**src/design/lfsp_pkg.sv**
```systemverilog
// Shared types, codes and helpers for the link-format stream parser.
`timescale 1ns / 1ps

package lfsp_pkg;

    // Event codes carried in event_res.
    localparam logic [3:0] EV_ENTRY_START = 4'd0;
    localparam logic [3:0] EV_URI_BYTE    = 4'd1;
    localparam logic [3:0] EV_URI_END     = 4'd2;
    localparam logic [3:0] EV_ATTR_START  = 4'd3;
    localparam logic [3:0] EV_NAME_BYTE   = 4'd4;
    localparam logic [3:0] EV_VALUE_START = 4'd5;
    localparam logic [3:0] EV_VALUE_BYTE  = 4'd6;
    localparam logic [3:0] EV_ATTR_END    = 4'd7;
    localparam logic [3:0] EV_ENTRY_END   = 4'd8;
    localparam logic [3:0] EV_TEXT_OK     = 4'd9;
    localparam logic [3:0] EV_ERROR       = 4'd10;

    // Error causes.
    localparam logic [2:0] ERR_EXPECT_LT    = 3'd0;
    localparam logic [2:0] ERR_EMPTY_URI    = 3'd1;
    localparam logic [2:0] ERR_MISSING_GT   = 3'd2;
    localparam logic [2:0] ERR_EXPECT_SEMI  = 3'd3;
    localparam logic [2:0] ERR_EMPTY_NAME   = 3'd4;
    localparam logic [2:0] ERR_OPEN_QUOTE   = 3'd5;

    // Parse phases; unused codes behave as top level.
    localparam logic [3:0] PH_TOP    = 4'd0;
    localparam logic [3:0] PH_URI    = 4'd1;
    localparam logic [3:0] PH_AFTER  = 4'd2;
    localparam logic [3:0] PH_NAME   = 4'd3;
    localparam logic [3:0] PH_VFIRST = 4'd4;
    localparam logic [3:0] PH_UVAL   = 4'd5;
    localparam logic [3:0] PH_QVAL   = 4'd6;
    localparam logic [3:0] PH_QESC   = 4'd7;

    // Delimiter characters.
    localparam logic [7:0] CH_LT     = 8'h3C;
    localparam logic [7:0] CH_GT     = 8'h3E;
    localparam logic [7:0] CH_SEMI   = 8'h3B;
    localparam logic [7:0] CH_EQ     = 8'h3D;
    localparam logic [7:0] CH_QUOTE  = 8'h22;
    localparam logic [7:0] CH_BSLASH = 8'h5C;
    localparam logic [7:0] CH_COMMA  = 8'h2C;

    // Most results one text beat can cause.
    localparam int MAX_RES = 3;

    typedef struct packed {
        logic [3:0] event_res;
        logic [7:0] payload_byte;
        logic       has_value;
        logic       quoted;
        logic [2:0] error_cause;
    } lfsp_res_t;

    typedef lfsp_res_t [MAX_RES-1:0] lfsp_res_set_t;

    typedef struct packed {
        logic [3:0] phase;
        logic       seg_nonempty;
        logic       err_hold;
    } lfsp_state_t;

    function automatic lfsp_res_t mk_res(input logic [3:0] ev, input logic [7:0] b,
                                         input logic hv, input logic q,
                                         input logic [2:0] cause);
        lfsp_res_t r;
        r.event_res    = ev;
        r.payload_byte = b;
        r.has_value    = hv;
        r.quoted       = q;
        r.error_cause  = cause;
        return r;
    endfunction

endpackage

```
**src/design/lfsp_text_if.sv**
```systemverilog
// Input channel carrying text bytes and end-of-text markers.
`timescale 1ns / 1ps

interface lfsp_text_if;
    logic       valid;
    logic       ready;
    logic       kind;
    logic [7:0] text_byte;

    modport source (output valid, output kind, output text_byte, input ready);
    modport sink   (input valid, input kind, input text_byte, output ready);
endinterface

```
**src/design/lfsp_event_if.sv**
```systemverilog
// Output channel carrying parse events.
`timescale 1ns / 1ps

interface lfsp_event_if;
    logic       valid;
    logic       ready;
    logic [3:0] event_res;
    logic [7:0] payload_byte;
    logic       has_value;
    logic       quoted;
    logic [2:0] error_cause;
    logic       last;

    modport source (output valid, output event_res, output payload_byte, output has_value,
                    output quoted, output error_cause, output last, input ready);
    modport sink   (input valid, input event_res, input payload_byte, input has_value,
                    input quoted, input error_cause, input last, output ready);
endinterface

```
**src/design/lfsp_decode.sv**
```systemverilog
// Per-beat decode: next parse state and up to three result events.
`timescale 1ns / 1ps

module lfsp_decode
    import lfsp_pkg::*;
(
    input  logic          kind,
    input  logic [7:0]    text_byte,
    input  lfsp_state_t   cur,
    output lfsp_state_t   nxt,
    output lfsp_res_set_t res,
    output logic [1:0]    res_cnt
);

    logic       is_end;
    logic       is_space;
    logic [7:0] c;

    assign is_end   = kind;
    assign c        = text_byte;
    assign is_space = (c inside {[8'd9:8'd13], 8'd32});

    always_comb
    begin
        res     = '0;
        res_cnt = 2'd0;
        nxt     = cur;

        if (cur.err_hold)
        begin
            // Swallow everything until end of text clears the error.
            if (is_end)
            begin
                nxt = '{phase: PH_TOP, seg_nonempty: 1'b0, err_hold: 1'b0};
            end
        end
        else
        begin
            case (cur.phase)
                PH_URI:
                begin
                    if (is_end)
                    begin
                        res[0]  = mk_res(EV_ERROR, 8'd0, 1'b0, 1'b0, ERR_MISSING_GT);
                        res_cnt = 2'd1;
                        nxt     = '{phase: PH_TOP, seg_nonempty: 1'b0, err_hold: 1'b0};
                    end
                    else if (c == CH_GT)
                    begin
                        if (!cur.seg_nonempty)
                        begin
                            res[0]  = mk_res(EV_ERROR, 8'd0, 1'b0, 1'b0, ERR_EMPTY_URI);
                            res_cnt = 2'd1;
                            nxt     = '{phase: PH_TOP, seg_nonempty: 1'b0, err_hold: 1'b1};
                        end
                        else
                        begin
                            res[0]    = mk_res(EV_URI_END, 8'd0, 1'b0, 1'b0, 3'd0);
                            res_cnt   = 2'd1;
                            nxt.phase = PH_AFTER;
                        end
                    end
                    else
                    begin
                        res[0]           = mk_res(EV_URI_BYTE, c, 1'b0, 1'b0, 3'd0);
                        res_cnt          = 2'd1;
                        nxt.seg_nonempty = 1'b1;
                    end
                end
                PH_AFTER:
                begin
                    if (is_end)
                    begin
                        res[0]  = mk_res(EV_ENTRY_END, 8'd0, 1'b0, 1'b0, 3'd0);
                        res[1]  = mk_res(EV_TEXT_OK, 8'd0, 1'b0, 1'b0, 3'd0);
                        res_cnt = 2'd2;
                        nxt     = '{phase: PH_TOP, seg_nonempty: 1'b0, err_hold: 1'b0};
                    end
                    else if (c == CH_SEMI)
                    begin
                        res[0]           = mk_res(EV_ATTR_START, 8'd0, 1'b0, 1'b0, 3'd0);
                        res_cnt          = 2'd1;
                        nxt.phase        = PH_NAME;
                        nxt.seg_nonempty = 1'b0;
                    end
                    else if (c == CH_COMMA)
                    begin
                        res[0]    = mk_res(EV_ENTRY_END, 8'd0, 1'b0, 1'b0, 3'd0);
                        res_cnt   = 2'd1;
                        nxt.phase = PH_TOP;
                    end
                    else
                    begin
                        res[0]  = mk_res(EV_ERROR, 8'd0, 1'b0, 1'b0, ERR_EXPECT_SEMI);
                        res_cnt = 2'd1;
                        nxt     = '{phase: PH_TOP, seg_nonempty: 1'b0, err_hold: 1'b1};
                    end
                end
                PH_NAME:
                begin
                    if (is_end || c == CH_EQ || c == CH_SEMI || c == CH_COMMA)
                    begin
                        if (!cur.seg_nonempty)
                        begin
                            res[0]  = mk_res(EV_ERROR, 8'd0, 1'b0, 1'b0, ERR_EMPTY_NAME);
                            res_cnt = 2'd1;
                            nxt     = '{phase: PH_TOP, seg_nonempty: 1'b0, err_hold: !is_end};
                        end
                        else if (is_end)
                        begin
                            res[0]  = mk_res(EV_ATTR_END, 8'd0, 1'b0, 1'b0, 3'd0);
                            res[1]  = mk_res(EV_ENTRY_END, 8'd0, 1'b0, 1'b0, 3'd0);
                            res[2]  = mk_res(EV_TEXT_OK, 8'd0, 1'b0, 1'b0, 3'd0);
                            res_cnt = 2'd3;
                            nxt     = '{phase: PH_TOP, seg_nonempty: 1'b0, err_hold: 1'b0};
                        end
                        else if (c == CH_EQ)
                        begin
                            res[0]    = mk_res(EV_VALUE_START, 8'd0, 1'b0, 1'b0, 3'd0);
                            res_cnt   = 2'd1;
                            nxt.phase = PH_VFIRST;
                        end
                        else if (c == CH_SEMI)
                        begin
                            res[0]           = mk_res(EV_ATTR_END, 8'd0, 1'b0, 1'b0, 3'd0);
                            res[1]           = mk_res(EV_ATTR_START, 8'd0, 1'b0, 1'b0, 3'd0);
                            res_cnt          = 2'd2;
                            nxt.seg_nonempty = 1'b0;
                        end
                        else
                        begin
                            res[0]  = mk_res(EV_ATTR_END, 8'd0, 1'b0, 1'b0, 3'd0);
                            res[1]  = mk_res(EV_ENTRY_END, 8'd0, 1'b0, 1'b0, 3'd0);
                            res_cnt = 2'd2;
                            nxt     = '{phase: PH_TOP, seg_nonempty: 1'b0, err_hold: 1'b0};
                        end
                    end
                    else
                    begin
                        res[0]           = mk_res(EV_NAME_BYTE, c, 1'b0, 1'b0, 3'd0);
                        res_cnt          = 2'd1;
                        nxt.seg_nonempty = 1'b1;
                    end
                end
                PH_VFIRST, PH_UVAL:
                begin
                    if (!is_end && c == CH_QUOTE && cur.phase == PH_VFIRST)
                    begin
                        nxt.phase = PH_QVAL;
                    end
                    else if (is_end)
                    begin
                        res[0]  = mk_res(EV_ATTR_END, 8'd0, 1'b1, 1'b0, 3'd0);
                        res[1]  = mk_res(EV_ENTRY_END, 8'd0, 1'b0, 1'b0, 3'd0);
                        res[2]  = mk_res(EV_TEXT_OK, 8'd0, 1'b0, 1'b0, 3'd0);
                        res_cnt = 2'd3;
                        nxt     = '{phase: PH_TOP, seg_nonempty: 1'b0, err_hold: 1'b0};
                    end
                    else if (c == CH_SEMI)
                    begin
                        res[0]  = mk_res(EV_ATTR_END, 8'd0, 1'b1, 1'b0, 3'd0);
                        res[1]  = mk_res(EV_ATTR_START, 8'd0, 1'b0, 1'b0, 3'd0);
                        res_cnt = 2'd2;
                        nxt     = '{phase: PH_NAME, seg_nonempty: 1'b0, err_hold: 1'b0};
                    end
                    else if (c == CH_COMMA)
                    begin
                        res[0]  = mk_res(EV_ATTR_END, 8'd0, 1'b1, 1'b0, 3'd0);
                        res[1]  = mk_res(EV_ENTRY_END, 8'd0, 1'b0, 1'b0, 3'd0);
                        res_cnt = 2'd2;
                        nxt     = '{phase: PH_TOP, seg_nonempty: 1'b0, err_hold: 1'b0};
                    end
                    else
                    begin
                        res[0]    = mk_res(EV_VALUE_BYTE, c, 1'b0, 1'b0, 3'd0);
                        res_cnt   = 2'd1;
                        nxt.phase = PH_UVAL;
                    end
                end
                PH_QVAL:
                begin
                    if (is_end)
                    begin
                        res[0]  = mk_res(EV_ERROR, 8'd0, 1'b0, 1'b0, ERR_OPEN_QUOTE);
                        res_cnt = 2'd1;
                        nxt     = '{phase: PH_TOP, seg_nonempty: 1'b0, err_hold: 1'b0};
                    end
                    else if (c == CH_BSLASH)
                    begin
                        nxt.phase = PH_QESC;
                    end
                    else if (c == CH_QUOTE)
                    begin
                        res[0]    = mk_res(EV_ATTR_END, 8'd0, 1'b1, 1'b1, 3'd0);
                        res_cnt   = 2'd1;
                        nxt.phase = PH_AFTER;
                    end
                    else
                    begin
                        res[0]  = mk_res(EV_VALUE_BYTE, c, 1'b0, 1'b0, 3'd0);
                        res_cnt = 2'd1;
                    end
                end
                PH_QESC:
                begin
                    if (is_end)
                    begin
                        res[0]  = mk_res(EV_ERROR, 8'd0, 1'b0, 1'b0, ERR_OPEN_QUOTE);
                        res_cnt = 2'd1;
                        nxt     = '{phase: PH_TOP, seg_nonempty: 1'b0, err_hold: 1'b0};
                    end
                    else
                    begin
                        res[0]    = mk_res(EV_VALUE_BYTE, c, 1'b0, 1'b0, 3'd0);
                        res_cnt   = 2'd1;
                        nxt.phase = PH_QVAL;
                    end
                end
                default:
                begin
                    if (is_end)
                    begin
                        res[0]  = mk_res(EV_TEXT_OK, 8'd0, 1'b0, 1'b0, 3'd0);
                        res_cnt = 2'd1;
                        nxt     = '{phase: PH_TOP, seg_nonempty: 1'b0, err_hold: 1'b0};
                    end
                    else if (is_space || c == CH_COMMA)
                    begin
                        nxt.phase = PH_TOP;
                    end
                    else if (c == CH_LT)
                    begin
                        res[0]  = mk_res(EV_ENTRY_START, 8'd0, 1'b0, 1'b0, 3'd0);
                        res_cnt = 2'd1;
                        nxt     = '{phase: PH_URI, seg_nonempty: 1'b0, err_hold: 1'b0};
                    end
                    else
                    begin
                        res[0]  = mk_res(EV_ERROR, 8'd0, 1'b0, 1'b0, ERR_EXPECT_LT);
                        res_cnt = 2'd1;
                        nxt     = '{phase: PH_TOP, seg_nonempty: 1'b0, err_hold: 1'b1};
                    end
                end
            endcase
        end
    end

endmodule

```
**src/design/lfsp_result_buf.sv**
```systemverilog
// Result register: holds the events of one decoded beat and hands them out in order.
`timescale 1ns / 1ps

module lfsp_result_buf
    import lfsp_pkg::*;
(
    input  logic          clk,
    input  logic          rst_n,
    input  logic          load,
    input  lfsp_res_set_t load_res,
    input  logic [1:0]    load_cnt,
    output logic          can_load,
    lfsp_event_if.source  events
);

    lfsp_res_set_t entries_reg;
    logic [1:0]    cnt_reg;
    logic [1:0]    cnt_next;
    logic [1:0]    head_reg;
    logic [1:0]    head_next;
    logic          fire;
    lfsp_res_t     cur_res;

    assign fire = events.valid && events.ready;

    // A new set may replace the last pending event in the cycle it is taken.
    assign can_load = (cnt_reg == 2'd0) || (cnt_reg == 2'd1 && events.ready);

    always_comb
    begin
        cnt_next  = cnt_reg;
        head_next = head_reg;
        if (load)
        begin
            cnt_next  = load_cnt;
            head_next = 2'd0;
        end
        else if (fire)
        begin
            cnt_next  = cnt_reg - 2'd1;
            head_next = head_reg + 2'd1;
        end
    end

    always_ff @(posedge clk or negedge rst_n)
    begin
        if (!rst_n)
        begin
            cnt_reg  <= 2'd0;
            head_reg <= 2'd0;
        end
        else
        begin
            cnt_reg  <= cnt_next;
            head_reg <= head_next;
        end
    end

    always_ff @(posedge clk)
    begin
        if (load)
        begin
            entries_reg <= load_res;
        end
    end

    assign cur_res             = entries_reg[head_reg];
    assign events.valid        = (cnt_reg != 2'd0);
    assign events.event_res    = cur_res.event_res;
    assign events.payload_byte = cur_res.payload_byte;
    assign events.has_value    = cur_res.has_value;
    assign events.quoted       = cur_res.quoted;
    assign events.error_cause  = cur_res.error_cause;
    assign events.last         = (cnt_reg == 2'd1);

endmodule

```
**src/design/link_format_stream_parser.sv**
```systemverilog
// Top level of the byte-serial link-format parser.
//
//  channel  dir  beat contents
//  -------  ---  ---------------------------------------------------------------
//  text     in   kind (end-of-text marker), text_byte
//  events   out  event_res, payload_byte, has_value, quoted, error_cause, last
//
// A text beat is registered, decoded in the next cycle, and its zero to three events
// land in the result register; the parser takes one beat per clock while each beat
// yields at most one event and events is not stalled; a beat's events go out in order.
// Reset clears the parse state, the input register and the result register.
// A stall on events holds the result register; the input register keeps one beat
// waiting, and a new set loads as soon as the last pending event is taken.
`timescale 1ns / 1ps

module link_format_stream_parser
    import lfsp_pkg::*;
(
    input  logic         clk,
    input  logic         rst_n,
    lfsp_text_if.sink    text,
    lfsp_event_if.source events
);

    logic          in_valid_reg;
    logic          in_valid_next;
    logic          kind_reg;
    logic [7:0]    byte_reg;
    lfsp_state_t   state_reg;
    lfsp_state_t   state_next;
    lfsp_res_set_t dec_res;
    logic [1:0]    dec_cnt;
    logic          can_load;
    logic          advance;
    logic          accept;

    assign advance    = in_valid_reg && can_load;
    assign text.ready = !in_valid_reg || can_load;
    assign accept     = text.valid && text.ready;

    always_comb
    begin
        in_valid_next = in_valid_reg;
        if (accept)
        begin
            in_valid_next = 1'b1;
        end
        else if (advance)
        begin
            in_valid_next = 1'b0;
        end
    end

    always_ff @(posedge clk or negedge rst_n)
    begin
        if (!rst_n)
        begin
            in_valid_reg <= 1'b0;
            state_reg    <= '{phase: PH_TOP, seg_nonempty: 1'b0, err_hold: 1'b0};
        end
        else
        begin
            in_valid_reg <= in_valid_next;
            if (advance)
            begin
                state_reg <= state_next;
            end
        end
    end

    always_ff @(posedge clk)
    begin
        if (accept)
        begin
            kind_reg <= text.kind;
            byte_reg <= text.text_byte;
        end
    end

    lfsp_decode u_decode (
        .kind      (kind_reg),
        .text_byte (byte_reg),
        .cur       (state_reg),
        .nxt       (state_next),
        .res       (dec_res),
        .res_cnt   (dec_cnt)
    );

    lfsp_result_buf u_result_buf (
        .clk      (clk),
        .rst_n    (rst_n),
        .load     (advance),
        .load_res (dec_res),
        .load_cnt (dec_cnt),
        .can_load (can_load),
        .events   (events)
    );

endmodule
```
**src/flat_wrapper.sv**
```systemverilog
// flat-port wrapper written by rule: the top's interface ports become plain ports
module link_format_stream_parser_flat import lfsp_pkg::*;
  (clk, rst_n, text_valid, text_kind, text_text_byte, text_ready, events_valid, events_event_res, events_payload_byte, events_has_value, events_quoted, events_error_cause, events_last, events_ready);
  lfsp_text_if text_i ();
  lfsp_event_if events_i ();
  input  logic clk;
  input  logic rst_n;
  input wire logic [$bits(text_i.valid)-1:0] text_valid;
  input wire logic [$bits(text_i.kind)-1:0] text_kind;
  input wire logic [$bits(text_i.text_byte)-1:0] text_text_byte;
  output wire logic [$bits(text_i.ready)-1:0] text_ready;
  output wire logic [$bits(events_i.valid)-1:0] events_valid;
  output wire logic [$bits(events_i.event_res)-1:0] events_event_res;
  output wire logic [$bits(events_i.payload_byte)-1:0] events_payload_byte;
  output wire logic [$bits(events_i.has_value)-1:0] events_has_value;
  output wire logic [$bits(events_i.quoted)-1:0] events_quoted;
  output wire logic [$bits(events_i.error_cause)-1:0] events_error_cause;
  output wire logic [$bits(events_i.last)-1:0] events_last;
  input wire logic [$bits(events_i.ready)-1:0] events_ready;
  assign text_i.valid = text_valid;
  assign text_i.kind = text_kind;
  assign text_i.text_byte = text_text_byte;
  assign text_ready = text_i.ready;
  assign events_valid = events_i.valid;
  assign events_event_res = events_i.event_res;
  assign events_payload_byte = events_i.payload_byte;
  assign events_has_value = events_i.has_value;
  assign events_quoted = events_i.quoted;
  assign events_error_cause = events_i.error_cause;
  assign events_last = events_i.last;
  assign events_i.ready = events_ready;
  link_format_stream_parser u_core (.clk(clk), .rst_n(rst_n), .text(text_i), .events(events_i));
endmodule
```
**config.mk**
```make
export PLATFORM = sky130hd
export DESIGN_NAME = link_format_stream_parser_flat
export DESIGN_NICKNAME = d
export VERILOG_FILES = /design/src/design/lfsp_pkg.sv /design/src/design/lfsp_text_if.sv /design/src/design/lfsp_event_if.sv /design/src/design/lfsp_decode.sv /design/src/design/lfsp_result_buf.sv /design/src/design/link_format_stream_parser.sv /design/src/flat_wrapper.sv
export SDC_FILE = /design/constraint.sdc
export NUM_CORES = 1
export LEC_CHECK = 0
export BUFFER_PORTS_ARGS = -buffer_cell sky130_fd_sc_hd__buf_2
export CORE_UTILIZATION = 51
export CTS_CLUSTER_SIZE = 30
export DETAILED_ROUTE_END_ITERATION = 12
export PLACE_DENSITY = 0.79
export SLEW_MARGIN = 20
export SYNTH_ARGS = -nofsm -noshare
export SYNTH_HDL_FRONTEND = slang
export SYNTH_SLANG_ARGS = --single-unit
```
**constraint.sdc**
```tcl
create_clock -name clk -period 3.1 [get_ports clk]
set_clock_uncertainty 0.05 [all_clocks]
set_input_delay 0.31 -clock clk [delete_from_list [all_inputs] [get_ports clk]]
set_output_delay 0.31 -clock clk [all_outputs]
set_load 0.02 [all_outputs]
```
==> flow_summary.yaml <==
clocking:
  cts_resized: 0
  clk-insertion-delay-late_ns: 0.30
  cts.sinks: 40
  htreeDepth: 2
  cts.clk_slew.worst_paths_ns: 0.08
  root_buffer: "clkbuf_8"
  cts_buffer_depth: 2
  numCtsBuffers: 5
  cts_tree: "yes"
floorplan:
  row_count: 26
  die-width_um: 75.83
  start_util_pct: 53.75
  die-area_um2: 5750
  ios: 33
  fp.coreArea_um2: 5172
  dieHeight_um: 75.83
drt:
  wire_per_inst_um: 18.20
  first_pass_iters: 5
  routed_wl_mm: 7.169
  drt_iter0_drc: 331
  vias: 2531
  top_layer: "met4"
  drt.antenna.violating_nets: 0
  route.met2.wl_mm: 3.176
  route.met3.wl_um: 728
  via_per_inst: 6.424
  drc: 0
  wl_met1_mm: 3.090
worst_setup_path:
  critical_path.cell_chain: "and4bb_2, nand4_1, a211o_1, or3b_1, and3_1"
  ff2ff_setup_slack_ns: 0.53
  max_stage_delay_ns: 0.50
  r2r-start: "u_core.byte_reg[6]"
  endpoint: "u_core.u_result_buf.entries_reg[7]"
  cp-start-kind: "flop"
  crit_start: "u_core.byte_reg[6]"
  end_kind: "flop"
  reg2reg_to: "u_core.u_result_buf.entries_reg[7]"
  path_max_fanout: 13
  critPathKind: "flop to flop"
  arrival_ns: 2.58
  crit_slowest_cell: "and4bb_2"
  ff2ff_path_depth: 5
  cp.required_ns: 3.10
timing:
  period_share_pct: 82.95
  worst_pin_slew_ns: 0.6234
  finalHoldViolCount: 0
  rsz0062_at_grt: "no"
  drv_slew: 0
  final-setup-viol-count: 0
  max-slew-margin-rel_pct: 58.28
  post-route-min-period_ns: 2.572
  fmax_mhz: 388.9
  setup_tns_ns: 0
layout:
  largest_reg_flops: 21
  drive_above_1_share_pct: 20.99
  n_antenna_cell: 0
  area_growth_pct: 12.38
  final_util_pct: 60.40
  final-instance-count-excl-fill: 394
  nNetsFinal: 338
  fill_cells: 452
placement:
  dp_hpwl_mm: 5.233
  gp_congestion: 0.9947
  io_buffers: 32
  dp.cells: 385
synth:
  yosysMostFrequentCell: "edfxtp_1"
  synth_flop_cell: "edfxtp_1"
  ys_warn_count: 0
  ys_seq_area_share_pct: 41.40
  synth_area_leaders: "edfxtp_1, dfrtp_1, and2_1"
  postSynth.asyncResetShare_pct: 25.00
  syn_avg_cell_area_um2: 9.554
  ys_top_cells_by_count: "edfxtp_1, nor2_1, a21oi_1, and2_1, nand2_1"
  synth_area_um2: 2780
  synth_edf_count: 30
  synth_top_area_cell: "edfxtp_1"
  synth_seq_cells: 40
  synth_cells: 291
  synth_cell_types: 74
  synth_nets: 306
  synth_top_area_share_pct: 32.40
grt:
  grt_pass1_wl_mm: 11.06
  grt_overflow: 0
  first_global_vias: 2245
  track_usage_pct: 26.31
  antenna_found_initial: 0
  grt_max_degree: 24
pwr:
  peakVddDrop_uv: 399.4
  powerDensity_nw_per_um2: 811.0
  leakage_nw: 1.251
run:
  drv_cap: 0
hold_path:
  hold_path.startpoint: "text_text_byte[2]"
  holdCritPathClass: "input port to flop"
outcome:
  status: "completed"
[worst min-delay path by stage]
| stage | to | cells after the start |
|---|---|---|
| 3_3_place_gp | u_core.state_reg[2] | 1 |
| 4_1_cts | u_core.byte_reg[1] | 1 |
| 2_1_floorplan | u_core.in_valid_reg | 0 |
| 3_5_place_dp | u_core.state_reg[2] | 1 |
| 6_report | u_core.byte_reg[2] | 1 |
| 5_1_grt | u_core.byte_reg[2] | 1 |
[through the flow]
step | total power, W | setup slack (ns) | area (µm²) | hold WS, ns
after detailed placement | 0.002116 | 0.5882 | 3008 | 0.1355
after global routing | 0.002711 | 0.4205 | 3124 | 0.1296
after floorplan | 0.001781 | 0.7251 | 2780 | -0.03559
after CTS | 0.002526 | 0.5630 | 3124 | 0.1324
after global placement | 0.002099 | 0.6382 | 3008 | 0.1399
final | 0.002534 | 0.5285 | 3124 | 0.1334
[layout make-up]
type,instances,area (µm²),share of cell area [%]
clock buffers,5,68.82,2.203
clock inverters,3,37.54,1.201
inverters,10,37.54,1.201
multi-input cells,224,1504,48.14
flip-flops and latches,40,1151,36.84
well taps,70,87.58,2.803
repair buffers,42,237.7,7.609
[cells by family after synthesis]
family,Yosys count,synth area share (%)
flip-flops,40,41.40
XOR/XNOR,2,0.6302
AND/OR/NAND/NOR,129,27.59
multiplexers,7,2.655
AO/OA/AOI/OAI,84,22.32
buffers and inverters,27,4.500
adder cells (fa/ha/maj),2,0.8999
[what timing repair did]
action	CTS	global route
buffers inserted	0	0
hold buffers	1	0
hold endpoints to repair	10	0
[metal layers]
metal | global-route usage, % | up-vias
li1 | - | 1189
met1 | 36.65 | 1141
met2 | 39.72 | 179
met3 | 4.497 | 22
met4 | 12.55 | 0
met5 | 0 | -
[power breakdown]
part	internal, W	leakage [nW]	switching [W]	total, W
Sequential	0.000808	0.422	0.000168	0.000976
Combinational	0.000420	0.776	0.000721	0.00114
Clock	0.000234	0.0532	0.000182	0.000416
[critical path: cells and delay by family, from the launching register on]
family / cells / cell delay, ns
DFF: 1 / 0.49
and+or+nand+nor: 4 / 1.38
AOI/OAI and AO/OA: 1 / 0.40
[layout by cell type, fill, tap and decap left out, types with 3 or more instances in the layout]
| cell | n |
|---|---|
| nand2b_1 | 6 |
| nor2b_1 | 3 |
| nor3_1 | 9 |
| nand4_1 | 7 |
| nand3_1 | 15 |
| buf_2 | 32 |
| nand2_1 | 17 |
| a21boi_0 | 3 |
| o211a_1 | 3 |
| mux2i_1 | 4 |
| o21ai_0 | 11 |
| inv_1 | 9 |
| a31oi_1 | 3 |
| or2_2 | 3 |
| dfrtp_1 | 10 |
| and4bb_2 | 3 |
| o2111ai_1 | 3 |
| a211oi_1 | 10 |
| o211ai_1 | 3 |
| clkinv_1 | 3 |
| buf_4 | 9 |
| and2_1 | 18 |
| and3_1 | 5 |
| clkbuf_8 | 5 |
| nor2_1 | 23 |
| a21oi_1 | 18 |
| edfxtp_1 | 30 |
Note: power is estimated with default switching activity, not from simulation.
